**config.mk**
```make
export PLATFORM = sky130hd
export DESIGN_NAME = data_run_list_decoder
export DESIGN_NICKNAME = d
export VERILOG_FILES = /design/src/hw/rtl/drld_pkg.sv /design/src/hw/rtl/drld_core.sv /design/src/hw/rtl/data_run_list_decoder.sv
export VERILOG_INCLUDE_DIRS = /design/src /design/src/hw/rtl
export SDC_FILE = /design/constraint.sdc
export NUM_CORES = 1
export LEC_CHECK = 0
export BUFFER_PORTS_ARGS = -buffer_cell sky130_fd_sc_hd__clkbuf_2
export CORE_MARGIN = 10
export CORE_UTILIZATION = 50
export CTS_BUF_LIST = sky130_fd_sc_hd__clkbuf_2 sky130_fd_sc_hd__clkbuf_4 sky130_fd_sc_hd__clkbuf_8
export DETAILED_ROUTE_END_ITERATION = 10
export PLACE_DENSITY = 0.79
export SKIP_LAST_GASP = 1
export SLEW_MARGIN = 25
export SYNTH_ARGS = -nofsm -noshare
export SYNTH_HDL_FRONTEND = slang
export SYNTH_SLANG_ARGS = --single-unit
```
**constraint.sdc**
```tcl
create_clock -name clk -period 29 [get_ports clk]
set_input_delay 4.35 -clock clk [delete_from_list [all_inputs] [get_ports clk]]
set_output_delay 4.35 -clock clk [all_outputs]
set_load 0.01 [all_outputs]
```
**src/hw/rtl/assert_macros.svh**
```systemverilog
// ----------------------------------------------------------------------------
// Assertion macros
// Shorthand for clocked, reset-qualified concurrent checks.
// ----------------------------------------------------------------------------
`ifndef ASSERT_MACROS_SVH
`define ASSERT_MACROS_SVH

// Check that a property holds at every clock edge outside reset.
`define ASSERT_ALWAYS(label, prop, msg) \
  label: assert property (@(posedge clk) disable iff (!rst_n) (prop)) else $error(msg);

// Check that the antecedent implies the consequent in the same cycle.
`define ASSERT_IMPLY(label, ante, cons, msg) \
  label: assert property (@(posedge clk) disable iff (!rst_n) (ante) |-> (cons)) \
    else $error(msg);

// Check that the antecedent implies the consequent in the next cycle.
`define ASSERT_NEXT(label, ante, cons, msg) \
  label: assert property (@(posedge clk) disable iff (!rst_n) (ante) |=> (cons)) \
    else $error(msg);

`endif

```
**src/hw/rtl/drld_pkg.sv**
```systemverilog
// ----------------------------------------------------------------------------
// drld_pkg
// Shared types and constants for the data run list decoder.
// ----------------------------------------------------------------------------
package drld_pkg;

  localparam int unsigned LenW   = 32;
  localparam int unsigned OffW   = 64;
  localparam int unsigned TotalW = 63;

  // Largest legal field sizes in a header byte.
  localparam logic [3:0] MaxLenBytes = 4'd4;
  localparam logic [3:0] MaxOffBytes = 4'd8;

  typedef struct packed {
    logic [LenW-1:0]          run_length;
    logic signed [OffW-1:0]   relative_offset;
    logic signed [OffW-1:0]   start_cluster;
    logic [TotalW-1:0]        cluster_total;
    logic                     sparse;
    logic                     list_end;
    logic                     malformed;
  } drld_result_t;

endpackage

```
**src/hw/rtl/drld_core.sv**
```systemverilog
// ----------------------------------------------------------------------------
// drld_core
// Run list byte parser: header, length and offset phases, cluster tracking.
// ----------------------------------------------------------------------------
`include "assert_macros.svh"

module drld_core
  import drld_pkg::*;
(
  input  logic         clk,
  input  logic         rst_n,
  input  logic         step,
  input  logic [7:0]   data_byte,
  input  logic         start_of_list,
  output logic         res_valid,
  output drld_result_t res
);

  typedef enum logic [1:0] {
    PH_HEADER,
    PH_LENGTH,
    PH_OFFSET,
    PH_HALTED
  } phase_t;

  phase_t              phase_r, phase_nxt, phase_eff;
  logic [3:0]          cnt_r, cnt_nxt, cnt_inc;
  logic [2:0]          len_bytes_r, len_bytes_nxt;
  logic [3:0]          off_bytes_r, off_bytes_nxt;
  logic [LenW-1:0]     len_acc_r, len_acc_nxt, len_merged, len_fin;
  logic [OffW-1:0]     off_acc_r, off_acc_nxt, off_merged, ext_mask, rel;
  logic [OffW-1:0]     prev_r, prev_nxt, prev_eff, start_sum;
  logic [TotalW-1:0]   total_r, total_nxt, total_eff, total_sum;
  logic [3:0]          hdr_len, hdr_off;
  logic [6:0]          off_bits;

  assign hdr_len = data_byte[3:0];
  assign hdr_off = data_byte[7:4];

  assign phase_eff = start_of_list ? PH_HEADER : phase_r;
  assign prev_eff  = start_of_list ? '0 : prev_r;
  assign total_eff = start_of_list ? '0 : total_r;

  assign cnt_inc    = cnt_r + 4'd1;
  assign len_merged = len_acc_r | ({{(LenW-8){1'b0}}, data_byte} << {cnt_r[1:0], 3'b000});
  assign off_merged = off_acc_r | ({{(OffW-8){1'b0}}, data_byte} << {cnt_r[2:0], 3'b000});

  // Sign-extend from the top received byte; a full 8-byte field needs no extension.
  assign off_bits  = {off_bytes_r, 3'b000};
  assign ext_mask  = ~((64'd1 << off_bits) - 64'd1);
  assign rel       = data_byte[7] ? (off_merged | ext_mask) : off_merged;
  assign start_sum = prev_r + rel;

  assign len_fin   = (phase_r == PH_LENGTH) ? len_merged : len_acc_r;
  assign total_sum = total_r + {{(TotalW-LenW){1'b0}}, len_fin};

  always_comb begin
    phase_nxt     = phase_eff;
    cnt_nxt       = cnt_r;
    len_bytes_nxt = len_bytes_r;
    off_bytes_nxt = off_bytes_r;
    len_acc_nxt   = len_acc_r;
    off_acc_nxt   = off_acc_r;
    prev_nxt      = prev_eff;
    total_nxt     = total_eff;
    res_valid     = 1'b0;
    res           = '0;

    case (phase_eff)
      PH_HEADER: begin
        if (hdr_len == 4'd0) begin
          res_valid         = 1'b1;
          res.list_end      = 1'b1;
          res.cluster_total = total_eff;
          phase_nxt         = PH_HALTED;
        end else if (hdr_len > MaxLenBytes || hdr_off > MaxOffBytes) begin
          res_valid     = 1'b1;
          res.malformed = 1'b1;
          phase_nxt     = PH_HALTED;
        end else begin
          len_bytes_nxt = hdr_len[2:0];
          off_bytes_nxt = hdr_off;
          cnt_nxt       = '0;
          len_acc_nxt   = '0;
          off_acc_nxt   = '0;
          phase_nxt     = PH_LENGTH;
        end
      end
      PH_LENGTH: begin
        len_acc_nxt = len_merged;
        cnt_nxt     = cnt_inc;
        if (cnt_inc >= {1'b0, len_bytes_r}) begin
          cnt_nxt = '0;
          if (off_bytes_r == 4'd0) begin
            // Sparse run: previous cluster stays put.
            res_valid         = 1'b1;
            res.run_length    = len_merged;
            res.start_cluster = prev_r;
            res.cluster_total = total_sum;
            res.sparse        = 1'b1;
            total_nxt         = total_sum;
            phase_nxt         = PH_HEADER;
          end else begin
            phase_nxt = PH_OFFSET;
          end
        end
      end
      PH_OFFSET: begin
        off_acc_nxt = off_merged;
        cnt_nxt     = cnt_inc;
        if (cnt_inc >= off_bytes_r) begin
          cnt_nxt             = '0;
          res_valid           = 1'b1;
          res.run_length      = len_acc_r;
          res.relative_offset = rel;
          res.start_cluster   = start_sum;
          res.cluster_total   = total_sum;
          prev_nxt            = start_sum;
          total_nxt           = total_sum;
          phase_nxt           = PH_HEADER;
        end
      end
      default: begin
        // Halted: drop bytes until the next start of list.
      end
    endcase
  end

  always_ff @(posedge clk) begin
    if (!rst_n) begin
      phase_r     <= PH_HEADER;
      cnt_r       <= '0;
      len_bytes_r <= '0;
      off_bytes_r <= '0;
      len_acc_r   <= '0;
      off_acc_r   <= '0;
      prev_r      <= '0;
      total_r     <= '0;
    end else if (step) begin
      phase_r     <= phase_nxt;
      cnt_r       <= cnt_nxt;
      len_bytes_r <= len_bytes_nxt;
      off_bytes_r <= off_bytes_nxt;
      len_acc_r   <= len_acc_nxt;
      off_acc_r   <= off_acc_nxt;
      prev_r      <= prev_nxt;
      total_r     <= total_nxt;
    end
  end

  `ASSERT_NEXT(a_halt_after_end, step && res_valid && (res.list_end || res.malformed),
    phase_r == PH_HALTED, "decoder did not halt after end or malformed header")
  `ASSERT_IMPLY(a_halted_silent, phase_r == PH_HALTED && !start_of_list, !res_valid,
    "result produced while halted")
  `ASSERT_IMPLY(a_one_kind, res_valid, $onehot0({res.sparse, res.list_end, res.malformed}),
    "result flagged as more than one kind")
  `ASSERT_IMPLY(a_len_count_bound, phase_r == PH_LENGTH, cnt_r < {1'b0, len_bytes_r},
    "length byte count ran past field size")

endmodule

```
**src/hw/rtl/data_run_list_decoder.sv**
```systemverilog
// ----------------------------------------------------------------------------
// data_run_list_decoder
// Decodes a run list one byte per transaction into per-run results.
// ----------------------------------------------------------------------------
// The block takes one run-list byte per clock and never stalls its input
// unless a finished result is held in the output register and the consumer
// is stalling. Each byte is parsed in the cycle it is accepted; a run's
// result appears in the output register on the clock after its last byte.
// Throughput is one byte per cycle while the input is not stalled. The path
// that sets the clock rate is the 64-bit start cluster add after the
// offset sign extension. After an end-of-list or malformed header, bytes
// are dropped without results until a byte arrives with start_of_list set.
`include "assert_macros.svh"

module data_run_list_decoder
  import drld_pkg::*;
(
  input  logic                    clk,
  input  logic                    rst_n,
  input  logic                    in_valid,
  output logic                    in_stall,
  input  logic [7:0]              in_data_byte,
  input  logic                    in_start_of_list,
  output logic                    out_valid,
  input  logic                    out_stall,
  output logic [LenW-1:0]         out_run_length,
  output logic signed [OffW-1:0]  out_relative_offset,
  output logic signed [OffW-1:0]  out_start_cluster,
  output logic [TotalW-1:0]       out_cluster_total,
  output logic                    out_sparse,
  output logic                    out_list_end,
  output logic                    out_malformed
);

  logic         in_take;
  logic         res_valid;
  drld_result_t res;
  logic         out_valid_r;
  drld_result_t out_r;

  assign in_stall = out_valid_r && out_stall;
  assign in_take  = in_valid && !in_stall;

  drld_core u_core (
    .clk           (clk),
    .rst_n         (rst_n),
    .step          (in_take),
    .data_byte     (in_data_byte),
    .start_of_list (in_start_of_list),
    .res_valid     (res_valid),
    .res           (res)
  );

  always_ff @(posedge clk) begin
    if (!rst_n) begin
      out_valid_r <= 1'b0;
    end else if (in_take && res_valid) begin
      out_valid_r <= 1'b1;
    end else if (!out_stall) begin
      out_valid_r <= 1'b0;
    end
  end

  // Load a new result only when the register is free or draining.
  always_ff @(posedge clk) begin
    if (in_take && res_valid) begin
      out_r <= res;
    end
  end

  assign out_valid           = out_valid_r;
  assign out_run_length      = out_r.run_length;
  assign out_relative_offset = out_r.relative_offset;
  assign out_start_cluster   = out_r.start_cluster;
  assign out_cluster_total   = out_r.cluster_total;
  assign out_sparse          = out_r.sparse;
  assign out_list_end        = out_r.list_end;
  assign out_malformed       = out_r.malformed;

  `ASSERT_IMPLY(a_stall_needs_result, in_stall, out_valid_r,
    "input stalled with no result held")
  `ASSERT_IMPLY(a_malformed_clear, out_valid_r && out_malformed,
    out_run_length == '0 && out_start_cluster == '0 && out_cluster_total == '0,
    "malformed result carries nonzero fields")
  `ASSERT_IMPLY(a_sparse_rel_zero, out_valid_r && out_sparse, out_relative_offset == '0,
    "sparse run with nonzero relative offset")

endmodule
```
Yosys cells after proc, flatten, opt, wreduce, memory -nomap -nowiden. Index checks and enable logic that the tools add are counted.

Add/subtract/negate cells: 4. $mul: 0. Div/mod/pow operators: 0. $lt $le $gt $ge: 4. Equality and inequality tests: 6. Shift-type cells: 3. Multiplexer cells: 46. Bitwise operators: 7. Reductions and logical operators: 18.

Operators with widths (count): two-way mux 64 bit (6); two-way mux 63 bit (5); two-way mux 128 bit (2); one-hot mux 64 bit (2 select lines) (2); two-way mux 223 bit (1); one-hot mux 63 bit (3 select lines) (1); two-way mux 32 bit (5); OR 64 bit (2); one-hot mux 32 bit (2 select lines) (2); one-hot mux 63 bit (2 select lines) (1); adder 64 bit (1); inverter 64 bit (1); left shift 1 x 7 -> 64 bit, first input constant (1); left shift 8 x 6 -> 64 bit (1); subtractor 64 x 1 -> 64 bit, second input constant (1); adder 63 x 32 -> 63 bit (1); OR 32 bit (1); left shift 8 x 5 -> 32 bit (1); two-way mux 4 bit (4); AND reduction 4 bit (4); two-way mux 2 bit (6); one-hot mux 4 bit (3 select lines) (1); zero test 4 bit (2); two-way mux 1 bit (8); other kinds (20) (28).

Register bits: 463. Latch bits: 0. RAM bits: 0. ROM bits: 0. Input port bits: 13. Memories: 0.

Longest topological paths before layout. Gate-level depths: netlist (run 1).

Word-level depth: 8. Mapped depth: 21.

By module. Synthesis (run 1) repeated with hierarchy kept, for this count alone.

Cells, all modules: 2652. Area, all modules: 25383.1 um^2.

By module, submodules not included: drld_core (instances 1, cells an instance 2419, area each 18545.3 um^2, sequential area each 4724.5 um^2); data_run_list_decoder (instances 1, cells an instance 233, area each 6837.8 um^2, sequential area each 6806.5 um^2).

Worst setup path after synthesis (run 1). OpenSTA, ideal clock, no wires.

Path type: input port to flip-flop. Start point: input port in_start_of_list. End point: register out_r (netlist bit out_cluster_total[0]), enable pin. Library setup time: 1.160 ns. Data arrival time: 21.932 ns. Path slack: 5.909 ns. Stages on the path: 9. Buffers on the path: 3. Cell sequence: clkbuf_1 > inv_1 > nand2_1 > ha_1 > nor2b_1 > clkbuf_1 > nor2_1 > clkbuf_1 > a21boi_0.

Longest elaborated chain between the ends: 4.

Ends and longest elaborated chain: from (decl) (line data_run_list_decoder.sv:23) `input logic in_start_of_list,`; two-way mux 2 bit (*) (line drld_core.sv:40) `assign phase_eff = start_of_list ? PH_HEADER : phase_r;`; == test 2 bit, or another cell as far along (line drld_core.sv:69) `case (phase_eff)`; one-hot mux 1 bit (3 select lines) (*) (line drld_core.sv:69); logical AND 1 bit (*) (line data_run_list_decoder.sv:66) `if (in_take && res_valid) begin`; to (signal assigned) (line data_run_list_decoder.sv:67) `out_r <= res;`; to (decl) (line data_run_list_decoder.sv:39) `drld_result_t out_r;`.

Mark *: on every way between the ends. The rest lies on a longest branch, timed or not. A chain may end at the register's enable or synchronous reset.

Final worst setup path (run 1).
Start point: input port out_stall. End point: output port in_stall.

Longest elaborated chain between the ends: 1.

Ends and longest elaborated chain: from (decl) (line data_run_list_decoder.sv:25) `input logic out_stall,`; logical AND 1 bit (line data_run_list_decoder.sv:41) `assign in_stall = out_valid_r && out_stall;`; to (decl) (line data_run_list_decoder.sv:21) `output logic in_stall,`.

Every way passes these cells.

==> results of run 1 <==
-- stage by stage --
| step | std cells | utilization [%] | total power [µW] |
|---|---|---|---|
| after global routing | 3577 | 57.0 | 1620 |
| after CTS | 3576 | 56.9 | 1570 |
| after detailed placement | 3425 | 53.5 | 944 |
| after floorplan | 2685 | - | 889 |
| after global placement | 3425 | 53.5 | 941 |
| final | 3579 | 57.0 | 1560 |
-- layout make-up --
cell class | instances | area (µm²)
tap | 672 | 841
clock buffer | 115 | 1410
fill | 4425 | 21500
multi-input combinational | 1975 | 12900
inverter | 44 | 165
timing repair buffer | 272 | 1460
sequential | 463 | 11500
antenna | 2 | 5.00
clock inverter | 36 | 277
-- state kept, by name, summed over array words and instances (netlist names), 2 cells and up --
name,cells
out_start_cluster,64
u_core.off_acc_r,64
u_core.prev_r,64
u_core.off_bytes_r,4
u_core.total_r,63
u_core.phase_r,2
u_core.cnt_r,4
u_core.len_acc_r,32
out_run_length,32
u_core.len_bytes_r,3
out_cluster_total,63
out_relative_offset,64
-- placed cells by master (no fill, tap or decap), types with 13 or more instances in the layout --
master    count
clkbuf_2    240
dfxtp_1     237
nand2_1     226
edfxtp_1    226
a21oi_1     207
nor2_1      171
o21ai_0     165
nor2b_1     150
a22oi_1     135
ha_1        108
and2_1      104
clkbuf_8     88
a21o_1       66
a22o_1       64
xnor2_1      59
a211o_1      52
o21bai_1     45
inv_1        44
nand3_1      36
xor2_1       35
nand4_1      33
buf_4        31
a31oi_1      27
clkbuf_4     27
o31ai_1      25
nor3_1       23
and3_1       21
o21ai_1      17
o21a_1       16
nand2b_1     13
a21boi_0     13
clkinv_1     13
-- cell families after synthesis --
logic type                 count (synthesis)  synth area share [%]
AOI/OAI and AO/OA                        913                  24.2
adders and majority gates                111                  5.55
xor gates and xnor gates                  95                  3.32
buffers and inverters                    247                  3.95
muxes                                     11                 0.435
DFF                                      463                  45.6
and+or+nand+nor                          845                  17.0
-- metal layers --
metal  vias to the layer above  wire length [µm]  track usage (%)
met3                       199              6310             5.10
met2                       979             36600             40.7
met1                     10700             32600             32.5
met4                         4              3500             12.2
li1                      10200                 -                -
met5                         -                26                0
-- final timing paths --
path                                                          end  slack (ns)                                from  cells past startpoint
worst max-delay path                                     in_stall       19.94                           out_stall                      4
worst min-delay path            u_core.off_acc_r[51]$_SDFFE_PN0P_        0.47   u_core.off_acc_r[51]$_SDFFE_PN0P_                      2
worst max register to register    out_start_cluster[63]$_DFFE_PP_       23.03  u_core.off_bytes_r[0]$_SDFFE_PN0P_                     17
worst min register to register  u_core.off_acc_r[51]$_SDFFE_PN0P_        0.47   u_core.off_acc_r[51]$_SDFFE_PN0P_                      2
-- cells in the mapped netlist (6+ instances only) --
library cell	instances
a22o_1	64
nor4_1	13
buf_6	6
or3_1	9
nand3_1	36
o21a_1	16
nand2_1	226
nand2b_1	14
a21o_1	66
a211o_1	52
buf_2	17
xor2_1	35
xnor2_1	59
mux2i_1	11
nor3_1	25
o21bai_1	45
a21boi_0	14
and3_1	21
o21ai_1	18
a211oi_1	10
edfxtp_1	226
ha_1	109
inv_1	44
nor2_1	174
dfxtp_1	237
nand4_1	33
a21oi_1	207
nor2b_1	153
clkbuf_1	174
o211ai_1	10
a31oi_1	27
a22oi_1	135
and2_1	104
o31ai_1	25
a221o_1	7
and2_0	7
o21ai_0	166
-- power by group --
group          switching [µW]  internal, µW  total (µW)
logic                     139          61.6         201
clock network             286           346         631
registers                12.2           721         733
-- critical path, cell delays in order --
cell      delay (ns)
clkbuf_2        0.08
nand2_1         0.08
inv_1           0.08
clkbuf_2        0.13
==> results.yml, run 1 <==
status:
  status: "complete, no violations"
synth:
  synth-main-ff-cell: "dfxtp_1"
  syn_inst: 2685
  yosysSeqAreaShare_pct: 45.6
  async_flop_share_pct: 0
  synth_edf_count: 226
  ys_ff_latch: 463
  synth.area.top_cells: "edfxtp_1 27%, dfxtp_1 19%, ha_1 5.4%, a21oi_1 4.1%, a22oi_1 4.0%"
  avgSynthCellArea_um2: 9.42
  yosysWarnings: 0
  synth_top_area_share_pct: 26.8
  synth_cell_types: 85
  synth_nets: 2809
  synthesis.area_um2: 25300
  synth_top_cell_by_area: "edfxtp_1"
timing:
  finalHoldViolCount: 0
  rsz0062_at_grt: "no"
  max_freq_mhz: 110
  layout_min_cycle_time_ns: 9.06
  fin_ws_ns: 19.94
  slew_viol_final: 0
  setup_tns_ns: 0
  hold_ws_ns: 0.467
  finalSetupViolations: 0
  worstMarginPinSlew_ns: 1.03
  fin_crit_sh_pct: 31.3
  maxSlewHeadroom_pct: 30.9
  skew_ns: 0.0469
global_routing:
  antenna_found_initial: 4
  grt_pass1_vias: 21200
  track_usage_pct: 25.4
  grt_pass1_wl_um: 122000
  grt.overflow.total: 0
  grt_max_degree: 92
place:
  gp_congestion: 0.932
  portBuffers: 240
  place_ws_ns: 19.94
  place_area_um2: 26800
  hpwl_um: 55600
flow_run:
  drv_cap: 0
die:
  die_width_um: 245
  ioPinCount: 241
  num_rows: 82
  dieArea_um2: 60000
  die_y_um: 245
  core_area_um2: 50100
  start_util_pct: 50.5
pwr:
  p_per_area_nw_per_um2: 54.8
  power_leakage_uw: 0.0115
  irDropWorstVdd_mv: 0.0394
detailed_routing:
  ant_nets: 0
  first_pass_iters: 7
  routed_via_density: 6.15
  routedWlPerCell_um: 22.1
  via_count: 22000
  drc: 0
  drtIter0Drc: 2237
  totalWireLength_um: 79000
clock_tree:
  numClockSinks: 463
  htree_levels: 3
  cts_root_buf: "clkbuf_8"
  numCtsBuffers: 81
  ctsResizeCount: 0
  clkTransAtPathRegs_ns: 0.06
  clockBufferDepth: 3
  cts_tree: "built"
  cts_setup_buffers: 0
  hold_buffers: 0
  clkLatencyLatePin_ns: 0.70
final_layout:
  syn2layout_area_growth_pct: 12.9
  design_area_um2: 28500
  fin_nets: 2961
  drive_gt1_share_pct: 15.9
hold_path:
  hold_class: "flip-flop to flip-flop"
critical_path:
  worst_ep_arrival_time_ns: 4.71
  cp-start-kind: "primary input"
  crit_path_max_fanout: 4
  path_class: "primary input to primary output"
  worstPathRequired_ns: 24.65
  worstSetupEndpointType: "primary output"
(Power assumes the default switching activity.)
==> run 2, diff against run 1 <==
- clock period: 29 -> 9.3 ns (I/O delays scaled with it)
==> run 2 against run 1 <==
Effect of this change: worst setup slack worse by 17 ns; cell count hardly changed; utilization hardly changed; combinational power rose to 3.1 times the previous value; first-iteration DRC count rose by 7.8%; register-to-register slack worse by 20 ns; highest routed layer unchanged.
==> results.yml, run 2 (synthesized netlist as in run 1, its figures left out) <==
timing:
  rsz0062_at_grt: "no"
  maxSlewHeadroom_pct: 29.9
  skew_ns: 0.0459
  slew_viol_final: 0
  max_freq_mhz: 158
  fin_ws_ns: 2.96
  fin_crit_sh_pct: 68.2
  finalSetupViolations: 0
  worstMarginPinSlew_ns: 1.05
  layout_min_cycle_time_ns: 6.34
  finalHoldViolCount: 0
  setup_tns_ns: 0
critical_path:
  timing.rr.start: "u_core.off_bytes_r[0]$_SDFFE_PN0P_"
  slowest_delay_ns: 0.76
  rr_endpoint: "out_start_cluster[63]$_DFFE_PP_"
  cp-start-kind: "flip-flop"
  worst_ep_arrival_time_ns: 6.74
  path_class: "flip-flop to flip-flop"
  worstSetupEndpointType: "flip-flop"
  crit_path_max_fanout: 13
  r2r_cells: 17
  worstPathRequired_ns: 9.70
  cp_slowest_cell: "nor4_1"
  critical_path.cell_chain: "nor4_1, inv_1, ha_1, a21boi_1, a21o_1, a221o_1, ha_1, a21o_1, a21oi_1, o21bai_1, a211oi_1, o31a_1, o2111ai_1, a311oi_1, o21ai_0, xnor2_1, o21ai_0"
  r2r_slack_ns: 2.96
clock_tree:
  htree_levels: 3
  ctsResizeCount: 0
  hold_buffers: 0
  cts_tree: "built"
  numClockSinks: 463
  cts_root_buf: "clkbuf_8"
  clockBufferDepth: 3
  clkTransAtPathRegs_ns: 0.07
  numCtsBuffers: 79
  clkLatencyLatePin_ns: 0.70
  cts_setup_buffers: 0
hold_path:
  hold_depth: 2
  min_from: "u_core.off_acc_r[56]$_SDFFE_PN0P_"
  min_to: "u_core.off_acc_r[56]$_SDFFE_PN0P_"
  hold_class: "flip-flop to flip-flop"
detailed_routing:
  totalWireLength_um: 80400
  ant_nets: 0
  drc: 0
  first_pass_iters: 6
  drtIter0Drc: 2412
  routed_via_density: 6.20
  via_count: 22200
  routedWlPerCell_um: 22.5
final_layout:
  n_fill_cell: 4376
  drive_gt1_share_pct: 15.7
  mostFrequentLayoutCells: "240 x clkbuf_2, 237 x dfxtp_1, 226 x nand2_1, 226 x edfxtp_1, 207 x a21oi_1"
  regArea_um2: 11500
  design_area_um2: 28500
  multi_input_area_um2: 12800
  syn2layout_area_growth_pct: 12.9
  final_common_cell: "clkbuf_2"
  fin_nets: 2958
pwr:
  p_per_area_nw_per_um2: 171
  p_int_uw: 3540
  power_leakage_uw: 0.0115
  p_seq_share_pct: 46.9
  irDropWorstVdd_mv: 0.138
  total_power_uw: 4870
  power_frac_comb_pct: 12.9
  swShare_pct: 27.4
  clock_power_share_pct: 40.2
  p_sw_uw: 1340
global_routing:
  track_usage_pct: 25.6
  grt_max_degree: 177
  grt_pass1_vias: 21100
  grt_pass1_wl_um: 122000
  grt.overflow.total: 0
  antenna_found_initial: 5
place:
  place_area_um2: 26800
  place_ws_ns: 3.22
  gp_congestion: 0.955
  portBuffers: 240
  hpwl_um: 56400
die:
  num_rows: 82
  start_util_pct: 50.5
  die_width_um: 245
  dieArea_um2: 60000
  core_area_um2: 50100
  ioPinCount: 241
  die_y_um: 245
flow_run:
  drv_cap: 0
status:
  status: "complete, no violations"
-- run 2: cell type report --
type / instances / share of cell area (%)
Antenna cell: 3 / 0.0263
Clock buffer: 120 / 5.17
Clock inverter: 28 / 0.723
Inverter: 44 / 0.579
Multi-Input combinational cell: 1975 / 45.0
Sequential cell: 463 / 40.4
Tap cell: 672 / 2.95
Timing Repair Buffer: 271 / 5.14
-- run 2: through the flow --
step / hold slack, ns / utilization [%] / instances
3_5_place_dp: 0.455 / 53.5 / 3424
3_3_place_gp: 0.448 / 53.5 / 3424
4_1_cts: 0.469 / 56.9 / 3572
2_1_floorplan: 0.437 / - / 2685
6_report: 0.468 / 57.0 / 3576
5_1_grt: 0.493 / 57.0 / 3574
-- run 2: layer usage --
layer  part of all wire [%]  global-route usage [%]
met3                    8.7                    5.38
met1                     41                    32.5
met2                     47                    41.6
met4                    3.8                    11.4
met5                  0.061                       0
-- run 2: power groups by stage --
stage | Clock [µW] | Combinational [µW] | Sequential (µW)
6_report | 1960 | 631 | 2280
5_1_grt | 2080 | 676 | 2290
4_1_cts | 1990 | 621 | 2290
3_5_place_dp | 0 | 618 | 2330
3_3_place_gp | 0 | 609 | 2330
2_1_floorplan | 0 | 342 | 2370
-- run 2: worst max-delay path by stage --
| stage | endpoint | start | slack, ns |
|---|---|---|---|
| 2_1_floorplan | out_cluster_total[0]$_DFFE_PP_ | in_start_of_list | 2.08 |
| 3_3_place_gp | out_start_cluster[63]$_DFFE_PP_ | in_data_byte[7] | 3.36 |
| 3_5_place_dp | out_start_cluster[63]$_DFFE_PP_ | in_data_byte[7] | 3.22 |
| 4_1_cts | out_start_cluster[63]$_DFFE_PP_ | u_core.off_bytes_r[0]$_SDFFE_PN0P_ | 3.29 |
| 5_1_grt | out_start_cluster[63]$_DFFE_PP_ | u_core.off_bytes_r[0]$_SDFFE_PN0P_ | 2.96 |
| 6_report | out_start_cluster[63]$_DFFE_PP_ | u_core.off_bytes_r[0]$_SDFFE_PN0P_ | 2.96 |
-- run 2: worst max-delay path: cells and delay by family (launching register included) --
family,cells,cell delay [ns]
AOI/OAI and AO/OA,12,3.49
buffers and inverters,1,0.32
xor gates and xnor gates,1,0.22
and+or+nand+nor,1,0.76
DFF,1,0.49
adders and majority gates,2,0.79
